### src/rtl/qtg_pkg.sv
`timescale 1ns / 1ps
// ----------------------------------------------------------------------------
// qtg_pkg
// Shared types and constants of the quintic trajectory generator.
// ----------------------------------------------------------------------------
package qtg_pkg;

  // Width of the shared serial arithmetic units.
  localparam int unsigned ARITH_W = 64;
  localparam int unsigned CNT_W   = $clog2(ARITH_W);

  localparam logic CMD_TICK  = 1'b0;
  localparam logic CMD_START = 1'b1;

  typedef enum logic [2:0] {
    REG_START_ANGLE    = 3'd0,
    REG_END_ANGLE      = 3'd1,
    REG_MOVE_SPEED     = 3'd2,
    REG_STIFFNESS_GAIN = 3'd3,
    REG_DAMPING_GAIN   = 3'd4,
    REG_MOTOR_NUMBER   = 3'd5,
    REG_BUS_NUMBER     = 3'd6
  } cfg_reg_t;

  typedef struct packed {
    logic        command;
    logic [19:0] tick_us;
  } in_word_t;

  typedef struct packed {
    logic signed [31:0] position_cmd;
    logic signed [31:0] velocity_cmd;
    logic               torque_cmd;
    logic [31:0]        stiffness_out;
    logic [31:0]        damping_out;
    logic [3:0]         motor_out;
    logic [1:0]         bus_out;
    logic               moving_flag;
  } out_word_t;

endpackage

### src/rtl/qtg_mul.sv
`timescale 1ns / 1ps
// ----------------------------------------------------------------------------
// qtg_mul
// Bit-serial shift-and-add multiplier, one multiplier bit per cycle.
// ----------------------------------------------------------------------------
module qtg_mul (
  input  logic                         clk,
  input  logic                         rst_n,
  input  logic                         go,
  input  logic [qtg_pkg::ARITH_W-1:0]  a,
  input  logic [qtg_pkg::ARITH_W-1:0]  b,
  output logic                         done,
  output logic [qtg_pkg::ARITH_W-1:0]  p
);

  logic                        busy_r;
  logic                        done_r;
  logic [qtg_pkg::ARITH_W-1:0] a_r;
  logic [qtg_pkg::ARITH_W-1:0] b_r;
  logic [qtg_pkg::ARITH_W-1:0] acc_r;

  // The multiplier is consumed from its low end; the run ends as soon as
  // no set bits remain, so short multipliers finish early.
  always_ff @(posedge clk) begin
    if (!rst_n) begin
      busy_r <= 1'b0;
      done_r <= 1'b0;
    end else begin
      done_r <= 1'b0;
      if (go) begin
        busy_r <= 1'b1;
        a_r    <= a;
        b_r    <= b;
        acc_r  <= '0;
      end else if (busy_r) begin
        if (b_r == '0) begin
          busy_r <= 1'b0;
          done_r <= 1'b1;
        end else begin
          if (b_r[0]) begin
            acc_r <= acc_r + a_r;
          end
          a_r <= a_r << 1;
          b_r <= b_r >> 1;
        end
      end
    end
  end

  assign done = done_r;
  assign p    = acc_r;

endmodule

### src/rtl/qtg_div.sv
`timescale 1ns / 1ps
// ----------------------------------------------------------------------------
// qtg_div
// Restoring divider that resolves one quotient bit per cycle.
// ----------------------------------------------------------------------------
module qtg_div (
  input  logic                         clk,
  input  logic                         rst_n,
  input  logic                         go,
  input  logic [qtg_pkg::ARITH_W-1:0]  n,
  input  logic [qtg_pkg::ARITH_W-1:0]  d,
  output logic                         done,
  output logic [qtg_pkg::ARITH_W-1:0]  q
);

  logic                        busy_r;
  logic                        done_r;
  logic [qtg_pkg::CNT_W-1:0]   cnt_r;
  logic [qtg_pkg::ARITH_W-1:0] n_r;
  logic [qtg_pkg::ARITH_W-1:0] d_r;
  logic [qtg_pkg::ARITH_W:0]   rem_r;
  logic [qtg_pkg::ARITH_W:0]   rem_sh;
  logic                        fits;

  assign rem_sh = {rem_r[qtg_pkg::ARITH_W-1:0], n_r[qtg_pkg::ARITH_W-1]};
  assign fits   = (rem_sh >= {1'b0, d_r});

  // The dividend shifts out of n_r at the top while quotient bits shift in
  // at the bottom, so n_r holds the quotient when the count runs out.
  always_ff @(posedge clk) begin
    if (!rst_n) begin
      busy_r <= 1'b0;
      done_r <= 1'b0;
      cnt_r  <= '0;
    end else begin
      done_r <= 1'b0;
      if (go) begin
        busy_r <= 1'b1;
        cnt_r  <= '0;
        n_r    <= n;
        d_r    <= d;
        rem_r  <= '0;
      end else if (busy_r) begin
        rem_r <= fits ? (rem_sh - {1'b0, d_r}) : rem_sh;
        n_r   <= {n_r[qtg_pkg::ARITH_W-2:0], fits};
        cnt_r <= cnt_r + 1'b1;
        if (cnt_r == qtg_pkg::CNT_W'(qtg_pkg::ARITH_W - 1)) begin
          busy_r <= 1'b0;
          done_r <= 1'b1;
        end
      end
    end
  end

  assign done = done_r;
  assign q    = n_r;

endmodule

### src/rtl/quintic_trajectory_generator_core.sv
// ----------------------------------------------------------------------------
// quintic_trajectory_generator_core: minimum-jerk move generator, one word in flight.
// A start runs the setup steps and emits nothing; each tick emits one result word,
// and a stalled result holds the emit step. Synchronous active-low reset
// clears control, configuration and move state; no clearing pass is needed.
// ----------------------------------------------------------------------------
`timescale 1ns / 1ps

module quintic_trajectory_generator_core #(
  parameter int unsigned GEAR_RATIO_Q8 = 1620
) (
  input  logic                clk,
  input  logic                rst_n,
  // Input channel: tick and start words.
  input  logic                in_valid,
  output logic                in_stall,
  input  qtg_pkg::in_word_t   in_word,
  // Result channel: one command word per tick.
  output logic                out_valid,
  input  logic                out_stall,
  output qtg_pkg::out_word_t  out_word,
  // Configuration write channel.
  input  logic                cfg_valid,
  output logic                cfg_ready,
  input  logic [2:0]          cfg_index,
  input  logic [31:0]         cfg_data
);

  // Degrees to rotor radians in Q24: gear ratio (Q8) times pi/180 (Q32).
  localparam logic [63:0] DEG2RAD_Q32 = 64'd74961321;
  localparam logic [63:0] ROTOR_F     = (64'(GEAR_RATIO_Q8) * DEG2RAD_Q32) >> 16;
  localparam logic [63:0] DEN_RAW     = 64'(GEAR_RATIO_Q8) * 64'(GEAR_RATIO_Q8);
  localparam logic [63:0] GAIN_DEN    = (DEN_RAW == 64'd0) ? 64'd1 : DEN_RAW;
  localparam logic [63:0] US_PER_S    = 64'd1000000;
  localparam logic [63:0] VEL_FF_NUM  = 64'd800000;
  localparam logic signed [35:0] ONE_Q30   = 36'sd1073741824;
  localparam logic signed [35:0] VMAX_Q30  = 36'sd2013265920;

  typedef enum logic [4:0] {
    ST_IDLE, ST_KP, ST_KD, ST_SR, ST_ER, ST_DM, ST_DD,
    ST_CHK, ST_T, ST_P2, ST_P3, ST_P4, ST_P5, ST_POLY,
    ST_DP, ST_DV1, ST_DV2, ST_DV3, ST_EMIT
  } state_t;

  state_t state_r;
  logic   pend_r;

  // Configuration registers.
  logic signed [31:0] start_angle_r;
  logic signed [31:0] end_angle_r;
  logic [31:0]        move_speed_r;
  logic [31:0]        stiffness_gain_r;
  logic [31:0]        damping_gain_r;
  logic [3:0]         motor_number_r;
  logic [1:0]         bus_number_r;

  // Move state.
  logic               in_motion_r;
  logic [31:0]        elapsed_r;
  logic [31:0]        duration_r;
  logic signed [31:0] start_rotor_r;
  logic signed [31:0] end_rotor_r;
  logic signed [32:0] dist_r;
  logic signed [31:0] hold_r;
  logic [31:0]        kp_r;
  logic [31:0]        kd_r;

  // Working registers of one tick.
  logic [29:0]        t_r;
  logic [29:0]        t2_r;
  logic [29:0]        t3_r;
  logic [29:0]        t4_r;
  logic [29:0]        t5_r;
  logic [30:0]        ps_r;
  logic [30:0]        vs_r;
  logic [63:0]        tmp_r;
  logic signed [31:0] pos_r;
  logic signed [31:0] vel_r;

  logic               out_valid_r;
  qtg_pkg::out_word_t out_word_r;

  // Shared serial units.
  logic        mul_go;
  logic        mul_done;
  logic [63:0] mul_a;
  logic [63:0] mul_b;
  logic [63:0] mul_p;
  logic        div_go;
  logic        div_done;
  logic [63:0] div_n;
  logic [63:0] div_d;
  logic [63:0] div_q;
  logic        is_mul;
  logic        is_div;

  logic [31:0]        start_mag;
  logic [31:0]        end_mag;
  logic signed [32:0] angle_diff;
  logic [32:0]        angle_mag;
  logic [32:0]        dist_mag;
  logic [32:0]        elapsed_sum;
  logic signed [35:0] ps_raw;
  logic signed [35:0] vs_raw;
  logic signed [35:0] dp_signed;
  logic signed [35:0] pos_sum;

  // Saturate a magnitude with a sign to a signed 32-bit value.
  function automatic logic [31:0] sat_mag(input logic neg, input logic [63:0] m);
    logic [31:0] res;
    if (!neg) begin
      res = (m > 64'h7FFF_FFFF) ? 32'h7FFF_FFFF : m[31:0];
    end else begin
      res = (m > 64'h8000_0000) ? 32'h8000_0000 : (32'd0 - m[31:0]);
    end
    return res;
  endfunction

  assign start_mag   = start_angle_r[31] ? (32'd0 - start_angle_r) : start_angle_r;
  assign end_mag     = end_angle_r[31] ? (32'd0 - end_angle_r) : end_angle_r;
  assign angle_diff  = {end_angle_r[31], end_angle_r} - {start_angle_r[31], start_angle_r};
  assign angle_mag   = angle_diff[32] ? (33'd0 - angle_diff) : angle_diff;
  assign dist_mag    = dist_r[32] ? (33'd0 - dist_r) : dist_r;
  assign elapsed_sum = {1'b0, elapsed_r} + 33'(in_word.tick_us);

  // Quintic and its derivative, built from shifts of the stored powers.
  assign ps_raw = ((36'(t3_r) << 3) + (36'(t3_r) << 1))
                - ((36'(t4_r) << 4) - 36'(t4_r))
                + ((36'(t5_r) << 2) + (36'(t5_r) << 1));
  assign vs_raw = ((36'(t2_r) << 5) - (36'(t2_r) << 1))
                - ((36'(t3_r) << 6) - (36'(t3_r) << 2))
                + ((36'(t4_r) << 5) - (36'(t4_r) << 1));

  // Offset along the move in ST_DP, with the direction of travel applied.
  assign dp_signed = dist_r[32] ? (36'sd0 - $signed({2'b00, mul_p[63:30]}))
                                : $signed({2'b00, mul_p[63:30]});
  assign pos_sum   = 36'(start_rotor_r) + dp_signed;

  // Operand selection for the unit that the current step uses.
  always_comb begin
    is_mul = 1'b0;
    is_div = 1'b0;
    mul_a  = '0;
    mul_b  = '0;
    div_n  = '0;
    div_d  = '0;
    unique case (state_r)
      ST_KP: begin
        is_div = 1'b1;
        div_n  = {16'd0, stiffness_gain_r, 16'd0};
        div_d  = GAIN_DEN;
      end
      ST_KD: begin
        is_div = 1'b1;
        div_n  = {16'd0, damping_gain_r, 16'd0};
        div_d  = GAIN_DEN;
      end
      ST_SR: begin
        is_mul = 1'b1;
        mul_a  = {32'd0, start_mag};
        mul_b  = ROTOR_F;
      end
      ST_ER: begin
        is_mul = 1'b1;
        mul_a  = {32'd0, end_mag};
        mul_b  = ROTOR_F;
      end
      ST_DM: begin
        is_mul = 1'b1;
        mul_a  = {31'd0, angle_mag};
        mul_b  = US_PER_S;
      end
      ST_DD: begin
        is_div = 1'b1;
        div_n  = tmp_r;
        div_d  = {32'd0, move_speed_r};
      end
      ST_T: begin
        is_div = 1'b1;
        div_n  = {2'b00, elapsed_r, 30'd0};
        div_d  = {32'd0, duration_r};
      end
      ST_P2: begin
        is_mul = 1'b1;
        mul_a  = {34'd0, t_r};
        mul_b  = {34'd0, t_r};
      end
      ST_P3: begin
        is_mul = 1'b1;
        mul_a  = {34'd0, t2_r};
        mul_b  = {34'd0, t_r};
      end
      ST_P4: begin
        is_mul = 1'b1;
        mul_a  = {34'd0, t3_r};
        mul_b  = {34'd0, t_r};
      end
      ST_P5: begin
        is_mul = 1'b1;
        mul_a  = {34'd0, t4_r};
        mul_b  = {34'd0, t_r};
      end
      ST_DP: begin
        is_mul = 1'b1;
        mul_a  = {31'd0, dist_mag};
        mul_b  = {33'd0, ps_r};
      end
      ST_DV1: begin
        is_mul = 1'b1;
        mul_a  = {31'd0, dist_mag};
        mul_b  = {33'd0, vs_r};
      end
      ST_DV2: begin
        is_mul = 1'b1;
        mul_a  = tmp_r;
        mul_b  = VEL_FF_NUM;
      end
      ST_DV3: begin
        is_div = 1'b1;
        div_n  = tmp_r;
        div_d  = {32'd0, duration_r};
      end
      default: begin
        is_mul = 1'b0;
      end
    endcase
  end

  assign mul_go = is_mul && !pend_r;
  assign div_go = is_div && !pend_r;

  qtg_mul u_mul (
    .clk  (clk),
    .rst_n(rst_n),
    .go   (mul_go),
    .a    (mul_a),
    .b    (mul_b),
    .done (mul_done),
    .p    (mul_p)
  );

  qtg_div u_div (
    .clk  (clk),
    .rst_n(rst_n),
    .go   (div_go),
    .n    (div_n),
    .d    (div_d),
    .done (div_done),
    .q    (div_q)
  );

  always_ff @(posedge clk) begin
    if (!rst_n) begin
      state_r          <= ST_IDLE;
      pend_r           <= 1'b0;
      out_valid_r      <= 1'b0;
      start_angle_r    <= '0;
      end_angle_r      <= '0;
      move_speed_r     <= '0;
      stiffness_gain_r <= '0;
      damping_gain_r   <= '0;
      motor_number_r   <= '0;
      bus_number_r     <= '0;
      in_motion_r      <= 1'b0;
      elapsed_r        <= '0;
      duration_r       <= '0;
      start_rotor_r    <= '0;
      end_rotor_r      <= '0;
      dist_r           <= '0;
      hold_r           <= '0;
      kp_r             <= '0;
      kd_r             <= '0;
    end else begin
      // The result register loads in the emit step once it is free or being
      // taken, and empties when the sink takes it.
      if ((state_r == ST_EMIT) && (!out_valid_r || !out_stall)) begin
        out_valid_r <= 1'b1;
      end else if (out_valid_r && !out_stall) begin
        out_valid_r <= 1'b0;
      end

      if (cfg_valid) begin
        case (cfg_index)
          qtg_pkg::REG_START_ANGLE:    start_angle_r    <= cfg_data;
          qtg_pkg::REG_END_ANGLE:      end_angle_r      <= cfg_data;
          qtg_pkg::REG_MOVE_SPEED:     move_speed_r     <= cfg_data;
          qtg_pkg::REG_STIFFNESS_GAIN: stiffness_gain_r <= cfg_data;
          qtg_pkg::REG_DAMPING_GAIN:   damping_gain_r   <= cfg_data;
          qtg_pkg::REG_MOTOR_NUMBER:   motor_number_r   <= cfg_data[3:0];
          qtg_pkg::REG_BUS_NUMBER:     bus_number_r     <= cfg_data[1:0];
          default: begin
            // Indexes beyond the register list are dropped.
          end
        endcase
      end

      // Each arithmetic step first launches its unit, then waits for the
      // done pulse and captures the result.
      if ((is_mul || is_div) && !pend_r) begin
        pend_r <= 1'b1;
      end

      unique case (state_r)
        ST_IDLE: begin
          if (in_valid) begin
            if (in_word.command == qtg_pkg::CMD_START) begin
              // A start with zero speed is ignored altogether.
              if (move_speed_r != 32'd0) begin
                state_r <= ST_KP;
              end
            end else if (in_motion_r) begin
              elapsed_r <= elapsed_sum[32] ? 32'hFFFF_FFFF : elapsed_sum[31:0];
              state_r   <= ST_CHK;
            end else begin
              pos_r   <= hold_r;
              vel_r   <= '0;
              state_r <= ST_EMIT;
            end
          end
        end
        ST_KP: begin
          if (pend_r && div_done) begin
            pend_r  <= 1'b0;
            kp_r    <= div_q[31:0];
            state_r <= ST_KD;
          end
        end
        ST_KD: begin
          if (pend_r && div_done) begin
            pend_r  <= 1'b0;
            kd_r    <= div_q[31:0];
            state_r <= ST_SR;
          end
        end
        ST_SR: begin
          if (pend_r && mul_done) begin
            pend_r        <= 1'b0;
            start_rotor_r <= sat_mag(start_angle_r[31], 64'(mul_p[63:24]));
            state_r       <= ST_ER;
          end
        end
        ST_ER: begin
          if (pend_r && mul_done) begin
            pend_r      <= 1'b0;
            end_rotor_r <= sat_mag(end_angle_r[31], 64'(mul_p[63:24]));
            state_r     <= ST_DM;
          end
        end
        ST_DM: begin
          if (pend_r && mul_done) begin
            pend_r  <= 1'b0;
            tmp_r   <= mul_p;
            state_r <= ST_DD;
          end
        end
        ST_DD: begin
          if (pend_r && div_done) begin
            pend_r      <= 1'b0;
            duration_r  <= (div_q[63:32] != 32'd0) ? 32'hFFFF_FFFF : div_q[31:0];
            dist_r      <= {end_rotor_r[31], end_rotor_r} - {start_rotor_r[31], start_rotor_r};
            elapsed_r   <= '0;
            hold_r      <= start_rotor_r;
            in_motion_r <= 1'b1;
            state_r     <= ST_IDLE;
          end
        end
        ST_CHK: begin
          if (elapsed_r >= duration_r) begin
            pos_r       <= end_rotor_r;
            hold_r      <= end_rotor_r;
            vel_r       <= '0;
            in_motion_r <= 1'b0;
            state_r     <= ST_EMIT;
          end else begin
            state_r <= ST_T;
          end
        end
        ST_T: begin
          if (pend_r && div_done) begin
            pend_r  <= 1'b0;
            t_r     <= div_q[29:0];
            state_r <= ST_P2;
          end
        end
        ST_P2: begin
          if (pend_r && mul_done) begin
            pend_r  <= 1'b0;
            t2_r    <= mul_p[59:30];
            state_r <= ST_P3;
          end
        end
        ST_P3: begin
          if (pend_r && mul_done) begin
            pend_r  <= 1'b0;
            t3_r    <= mul_p[59:30];
            state_r <= ST_P4;
          end
        end
        ST_P4: begin
          if (pend_r && mul_done) begin
            pend_r  <= 1'b0;
            t4_r    <= mul_p[59:30];
            state_r <= ST_P5;
          end
        end
        ST_P5: begin
          if (pend_r && mul_done) begin
            pend_r  <= 1'b0;
            t5_r    <= mul_p[59:30];
            state_r <= ST_POLY;
          end
        end
        ST_POLY: begin
          // Clamp the position shape to [0, 1] and the speed shape to
          // [0, 1.875], both in Q30.
          if (ps_raw < 36'sd0) begin
            ps_r <= '0;
          end else if (ps_raw > ONE_Q30) begin
            ps_r <= ONE_Q30[30:0];
          end else begin
            ps_r <= ps_raw[30:0];
          end
          if (vs_raw < 36'sd0) begin
            vs_r <= '0;
          end else if (vs_raw > VMAX_Q30) begin
            vs_r <= VMAX_Q30[30:0];
          end else begin
            vs_r <= vs_raw[30:0];
          end
          state_r <= ST_DP;
        end
        ST_DP: begin
          if (pend_r && mul_done) begin
            pend_r <= 1'b0;
            if (pos_sum > 36'sh0_7FFF_FFFF) begin
              pos_r <= 32'sh7FFF_FFFF;
            end else if (pos_sum < -36'sh0_8000_0000) begin
              pos_r <= 32'sh8000_0000;
            end else begin
              pos_r <= pos_sum[31:0];
            end
            state_r <= ST_DV1;
          end
        end
        ST_DV1: begin
          if (pend_r && mul_done) begin
            pend_r  <= 1'b0;
            tmp_r   <= {30'd0, mul_p[63:30]};
            state_r <= ST_DV2;
          end
        end
        ST_DV2: begin
          if (pend_r && mul_done) begin
            pend_r  <= 1'b0;
            tmp_r   <= mul_p;
            state_r <= ST_DV3;
          end
        end
        ST_DV3: begin
          if (pend_r && div_done) begin
            pend_r  <= 1'b0;
            vel_r   <= sat_mag(dist_r[32], div_q);
            hold_r  <= pos_r;
            state_r <= ST_EMIT;
          end
        end
        ST_EMIT: begin
          if (!out_valid_r || !out_stall) begin
            out_word_r.position_cmd    <= pos_r;
            out_word_r.velocity_cmd    <= vel_r;
            out_word_r.torque_cmd      <= 1'b0;
            out_word_r.stiffness_out   <= kp_r;
            out_word_r.damping_out     <= kd_r;
            out_word_r.motor_out       <= motor_number_r;
            out_word_r.bus_out         <= bus_number_r;
            out_word_r.moving_flag     <= in_motion_r;
            state_r                    <= ST_IDLE;
          end
        end
        default: begin
          state_r <= ST_IDLE;
        end
      endcase
    end
  end

  // A word is taken only in the idle state; the output register lets a new
  // word enter while the last result still waits.
  assign in_stall  = (state_r != ST_IDLE);
  assign cfg_ready = 1'b1;
  assign out_valid = out_valid_r;
  assign out_word  = out_word_r;

endmodule

### config.mk
export PLATFORM = sky130hd
export DESIGN_NAME = quintic_trajectory_generator_core
export DESIGN_NICKNAME = d
export VERILOG_FILES = /design/src/rtl/qtg_pkg.sv /design/src/rtl/qtg_mul.sv /design/src/rtl/qtg_div.sv /design/src/rtl/quintic_trajectory_generator_core.sv
export SDC_FILE = /design/constraint.sdc
export NUM_CORES = 2
export LEC_CHECK = 0
export BUFFER_PORTS_ARGS = -buffer_cell sky130_fd_sc_hd__clkbuf_2
export CELL_PAD_IN_SITES_DETAIL_PLACEMENT = 0
export CELL_PAD_IN_SITES_GLOBAL_PLACEMENT = 1
export CORE_MARGIN = 2
export CORE_UTILIZATION = 45
export CTS_BUF_LIST = sky130_fd_sc_hd__clkbuf_4
export CTS_CLUSTER_DIAMETER = 60
export DETAILED_ROUTE_END_ITERATION = 7
export PLACE_DENSITY_LB_ADDON = 0.15
export SLEW_MARGIN = 20
export SYNTH_ARGS = -nofsm -noshare
export SYNTH_HDL_FRONTEND = slang
export SYNTH_HIERARCHICAL = 1
export SYNTH_SLANG_ARGS = --single-unit
### constraint.sdc
create_clock -name clk -period 14.85 [get_ports clk]
set_input_delay 0.7425 -clock clk [delete_from_list [all_inputs] [get_ports clk]]
set_output_delay 0.7425 -clock clk [all_outputs]
set_load 0.02 [all_outputs]
* Yosys cells after proc, flatten, opt, wreduce, memory -nomap -nowiden
Cells that the tools add are included.
** Cells by class
- Mux-type cells :: 99
- Magnitude comparators :: 12
- Reduce and logical (&&, ||, !) cells :: 72
- Bitwise operators :: 3
- Equality and inequality tests :: 49
- Add/subtract/negate cells :: 24
** Operator list (count)
- two-way mux 64 bit :: 15
- two-way mux 32 bit :: 29
- case mux 64 bit (9 select lines) :: 1
- case mux 32 bit (3 select lines) :: 4
- case mux 64 bit (4 select lines) :: 1
- case mux 31 bit (6 select lines) :: 1
- case mux 64 bit (2 select lines) :: 1
- subtractor 1 x 32 -> 32 bit, first input constant :: 4
- > comparator 36 x 32 -> 1 bit, second input constant :: 3
- two-way mux 5 bit :: 21
- case mux 5 bit (19 select lines) :: 1
- less-than comparator 36 x 1 -> 1 bit, second input constant :: 2
- subtractor 35 x 31 -> 36 bit :: 2
- two-way mux 33 bit :: 2
- subtractor 1 x 33 -> 33 bit, first input constant :: 2
- subtractor 32 x 32 -> 33 bit :: 2
- >= comparator 65 x 64 -> 1 bit :: 1
- adder 64 bit :: 1
- > comparator 64 x 31 -> 1 bit, second input constant :: 1
- > comparator 64 x 32 -> 1 bit, second input constant :: 1
- logical NOT 64 bit :: 1
- case mux 32 bit (2 select lines) :: 1
- nonzero test 32 bit :: 2
- subtractor 64 bit :: 1
- other kinds (52) :: 159
** Word-level totals
- Flip-flop bits (word level) :: 1300
- Output and inout bits :: 139

* Longest topological paths before layout
- Depth after elaboration :: 8
- Mapped depth :: 28

* By module
Netlist, hierarchy kept.
** Modules (own cells, without submodules)
- quintic_trajectory_generator_core :: cells each 6706, area an instance 59351.9 µm², seq. area each 22861.9 µm², instances 1
- qtg_div :: cells each 1056, area an instance 11990.2 µm², seq. area each 5925.7 µm², instances 1
- qtg_mul :: cells each 980, area an instance 11388.4 µm², seq. area each 5805.6 µm², instances 1

* Least setup slack after synthesis
OpenSTA, ideal clock, no wires.
- Kind :: input-to-reg
- Start :: input rst_n
- End :: register out_word_r (netlist bit out_word[0]) (enable)
- Stages :: 5
- Setup slack :: 3347 ps
- Arrival :: 10708 ps
- Setup time :: 795 ps
- Cell sequence :: clkbuf_1 -> clkbuf_1 -> clkbuf_1 -> nand2_1 -> nor3_1
** Between the ends
- Longest elaborated chain between the ends :: 1
** Ends and longest elaborated chain
- start: declaration :: line quintic_trajectory_generator_core.sv:13 : input logic rst_n,
- AND reduction 3 bit (no source line)
- end: declaration :: line quintic_trajectory_generator_core.sv:81 : qtg_pkg::out_word_t out_word_r;
Every way passes these cells.
A chain may end at the register's enable or synchronous reset.

* Worst setup path in the final report
- Start :: register t4_r[0]
- End :: register ps_r[13], data pin
** Between the ends
- Longest elaborated chain between the ends :: 5
- Elaborated cells between the ends (all ways) :: 6
- Those cells by class :: 3 x add/sub; 2 x order compare; 1 x reduce/logical
** Ends and longest elaborated chain
- start: declaration :: line quintic_trajectory_generator_core.sv:72 : logic [29:0] t4_r;
- start signal: assignment :: line quintic_trajectory_generator_core.sv:402 : t4_r <= mul_p[59:30];
- subtractor 34 x 30 -> 35 bit * :: line quintic_trajectory_generator_core.sv:128 : - ((36'(t4_r) << 4) - 36'(t4_r))
- subtractor 35 x 35 -> 36 bit * :: line quintic_trajectory_generator_core.sv:128
- adder 36 x 33 -> 36 bit * :: line quintic_trajectory_generator_core.sv:129 : + ((36'(t5_r) << 2) + (36'(t5_r) << 1));
- less-than comparator 36 x 1 -> 1 bit or > comparator 36 x 32 -> 1 bit (tied branches) :: line quintic_trajectory_generator_core.sv:416, quintic_trajectory_generator_core.sv:418
- OR reduction 2 bit (no source line)
- end signal: assignment :: line quintic_trajectory_generator_core.sv:419 : ps_r <= ONE_Q30[30:0];
- end signal: assignment :: line quintic_trajectory_generator_core.sv:421 : ps_r <= ps_raw[30:0];
- end: declaration :: line quintic_trajectory_generator_core.sv:74 : logic [30:0] ps_r;
Every way passes the cells marked *; elsewhere a longest branch is shown, timed or not.

==> run metrics <==
status finished, violations left; count of flip-flops with a built-in enable after synthesis roughly 860; Sw Ratio between 30% and 40%; Final Hold Fails 0; H-Tree Depth 5; Async SR Flop Fraction 0%; DRC violations left 3; number of antenna violations at the first check in global routing 30; vias in the first global route between 60000 and 70000; clock period minus worst slack 7960 ps; count of buffers added by post-CTS timing repair for setup 0; cell area after technology mapping slightly above 80000 µm²; wire length of the first global-routing pass between 400 and 500 mm; final RePlAce weighted congestion around 1; final critical-path share of the clock period 53.6%; count of distinct cell types in the synthesized netlist roughly 120; most common library cell in the layout ignoring fill and taps nand2_1; type of element capturing the critical path flop; hold-fix buffers at CTS 62; detailed-placement wirelength estimate 255 mm; switching power total about 5.0 mW; sequential share of power a little under two fifths; Post-Synth XOR/XNOR Area under 10%; CP arrival a little over 9000 ps; sequential cell area ~35000 µm²; proportion of synthesized area in mux cells about 4.0%; most common flop cell mapped by yosys edfxtp_1; flops & latches, synth around 1300; num rows between 150 and 200; power density over the cells roughly 140 nW/µm²; detailed-router iteration count before antenna repair 8; Avg Inst Size Synth approximately 9.5 µm²; Core Footprint between 150000 and 200000 µm²; clock sink count ~1300; starting density of the core between 40 and 50%; final sum of negative setup slack 0 ps; fmax ~0.13 GHz; Clock Tree Buf Depth 4; Compound-Gate Fraction of Synth Area a little under a fifth; pin count of the biggest net entering global routing 146; sum of overflow across all layers after global routing 0; slew margin rel. between 10 and 15%; Post-Route WL about 330 mm; Post-Syn Instances slightly below 9000; maximum ir drop on the vdd rail around 0.14 mV; CTS clock-pin slew for the worst setup and hold paths roughly 70 ps; Die W approximately 430 µm; crit start category flop; area of combinational cells with multiple inputs ~45000 µm²; number of routed nets with antenna violations 0; top-level port count 200; Simple-Gate Fraction of Synth Area approximately 15%; leading cell types in the layout, fill and taps excluded nand2_1, edfxtp_1, a21oi_1; TritonCTS clock tree built; Synth Area in Adders a little over a tenth; slew at the pin with the worst max-slew slack about 1300 ps; clock share of power between 20% and 30%; Die Ht 433 µm; kind of path behind the tightest hold check primary input to flop; Port Buffers between 150 and 200; top fanout value on the critical path 8; post-CTS sizing 0; Static Leak ~36 nW; cell internal power dissipation approximately 8.1 mW; number of nets in the layout between 9000 and 10000; total routing usage reported by global routing about a third; type of the worst setup path flop to flop; number of DRC markers after the initial detailed-route iteration just over 8000; Yosys warning count 6; violations in the final reports design-rule violations; vias slightly above 70000; routed len/inst roughly 28 µm; largest family of logic cells by synthesized area compound AO/OA/AOI/OAI gates; Pwr Total 13.0 mW; # setup viols final 0; portion of total power attributed to combinational logic a little over a third; Synth-to-Final Area Change 11.4%; total CTS buffers around 370; setup repair after global routing missed its margin no; cell at the root of the clock tree clkbuf_4; worst endpoint required time 16000 ps; area of the die about 190000 µm²; reported max-cap violation count 0; final max-slew violation count 0; mean number of vias per cell about 6.0; ratio of cells with drive above 1 in the final layout roughly 14%; final clock skew 178 ps; total of fill cells in the finished design 17400; clock insertion delay at the later pin of the skew report approximately 1500 ps; sequential area share after synthesis 41.8%
-- through the flow --
stage	instances	area, µm²	worst slack [ps]	util, %	hold slack, ps
after detailed placement	11200	86700	6890	47.4	405
final	11900	92200	6890	50.4	131
after floorplan	8807	83000	3350	-	400
after global routing	11900	92200	6430	50.4	109
after CTS	11900	92100	6960	50.3	2.18
after global placement	11200	86700	6960	47.4	404
-- layout make-up --
cell class	count	share of cell area [%]
diodes	26	0.0706
inverters	524	2.14
clock inverters	86	0.436
clock buffers	572	4.66
multi-input cells	6521	48.6
flip-flops and latches	1299	37.5
well taps	2464	3.34
repair buffers	435	3.21
-- registers in the layout (all words and copies together) (netlist names), 33 cells and up, named ones only --
name,count
dist_r,33
out_word,135
tmp_r,64
u_div/d_r,64
u_div/q,64
u_div/rem_r,64
u_mul/a_r,64
u_mul/b_r,64
u_mul/p,64
-- kinds of logic (layout without fill, tap and decap cells) --
kind of cell | count (synthesis) | count (layout)
flops | 1299 | 1299
fa+ha+maj | 612 | 612
other cells | 2 | 93
buf+inv | 987 | 1617
mux | 305 | 305
compound gates | 2297 | 2297
xor+xnor | 480 | 480
simple gates | 2760 | 2760
-- path summary, 6_finish.rpt --
check             depth (start not counted)                   from  slack [ps]                         end
setup / recovery                         26      t4_r[0]$_DFFE_PP_        6890      ps_r[13]$_SDFFCE_PP0P_
hold / removal                            6            in_word[13]         130  elapsed_r[14]$_SDFFE_PN0P_
setup reg to reg                         26      t4_r[0]$_DFFE_PP_        6890      ps_r[13]$_SDFFCE_PP0P_
hold reg to reg                           0  kd_r[29]$_SDFFE_PN0P_         400      out_word[36]$_DFFE_PP_
-- power groups by stage --
stage | clock, mW | combinational [mW] | sequential, mW
floorplan | 0 | 3.17 | 4.91
global placement | 0 | 4.54 | 4.98
detailed placement | 0 | 4.57 | 4.99
CTS | 3.49 | 4.61 | 4.92
global route | 3.66 | 5.02 | 4.95
finish | 3.42 | 4.68 | 4.92
-- synthesized netlist by cell type, types with 43 or more instances --
| library cell | n | area share (%) |
|---|---|---|
| nor4_1 | 73 | 0.55 |
| or3_1 | 47 | 0.36 |
| mux2i_1 | 114 | 1.4 |
| nand2b_1 | 77 | 0.58 |
| inv_1 | 523 | 2.4 |
| dfxtp_1 | 441 | 11 |
| and3_1 | 44 | 0.33 |
| nand4_1 | 109 | 0.82 |
| a211oi_1 | 112 | 1.0 |
| a222oi_1 | 54 | 0.65 |
| o211ai_1 | 59 | 0.54 |
| o21ai_0 | 304 | 1.8 |
| ha_1 | 432 | 6.5 |
| o31ai_1 | 50 | 0.45 |
| o21ai_1 | 88 | 0.53 |
| a21oi_1 | 787 | 4.8 |
| a21o_1 | 190 | 1.7 |
| nand3_1 | 94 | 0.57 |
| nand2_1 | 1233 | 5.6 |
| o21bai_1 | 70 | 0.64 |
| clkbuf_1 | 400 | 1.8 |
| edfxtp_1 | 858 | 31 |
| nor3_1 | 186 | 1.1 |
| a31oi_1 | 66 | 0.50 |
| a22o_1 | 43 | 0.46 |
| a22oi_1 | 86 | 0.78 |
| and2_1 | 108 | 0.82 |
| o21a_1 | 53 | 0.48 |
| nor2_1 | 591 | 2.7 |
| fa_1 | 180 | 4.4 |
| xnor2_1 | 315 | 3.3 |
| mux2_2 | 191 | 2.6 |
| nor2b_1 | 56 | 0.42 |
| xor2_1 | 165 | 1.7 |
-- worst max-delay path, cell delays in order, from the launching register on --
cell       delay, ps
edfxtp_1         530
inv_1            250
ha_1             270
nand4bb_1        160
a211oi_1         460
o2111ai_1        320
a311oi_1         540
o21ai_1          230
o21bai_1         290
a21o_1           160
a21oi_1           70
xnor2_1          230
fa_1             480
fa_1             550
inv_1             40
ha_1             360
and3_1           210
and2_1           180
a221o_1          300
and2_1           170
or3_1            310
a21oi_1          180
xor2_1           250
o211ai_1         130
nor4_1           410
o21ai_1          340
nor4bb_1         380
-- per-layer routing --
layer / vias up / GRT usage, % / share of wire, %
li1: 32600 / - / -
met1: 35100 / 45.8 / 41
met2: 3153 / 54.6 / 45
met3: 725 / 7.57 / 8.4
met4: 10 / 17.6 / 5.4
met5: - / 0 / 0.020
(Power assumes the default switching activity.)
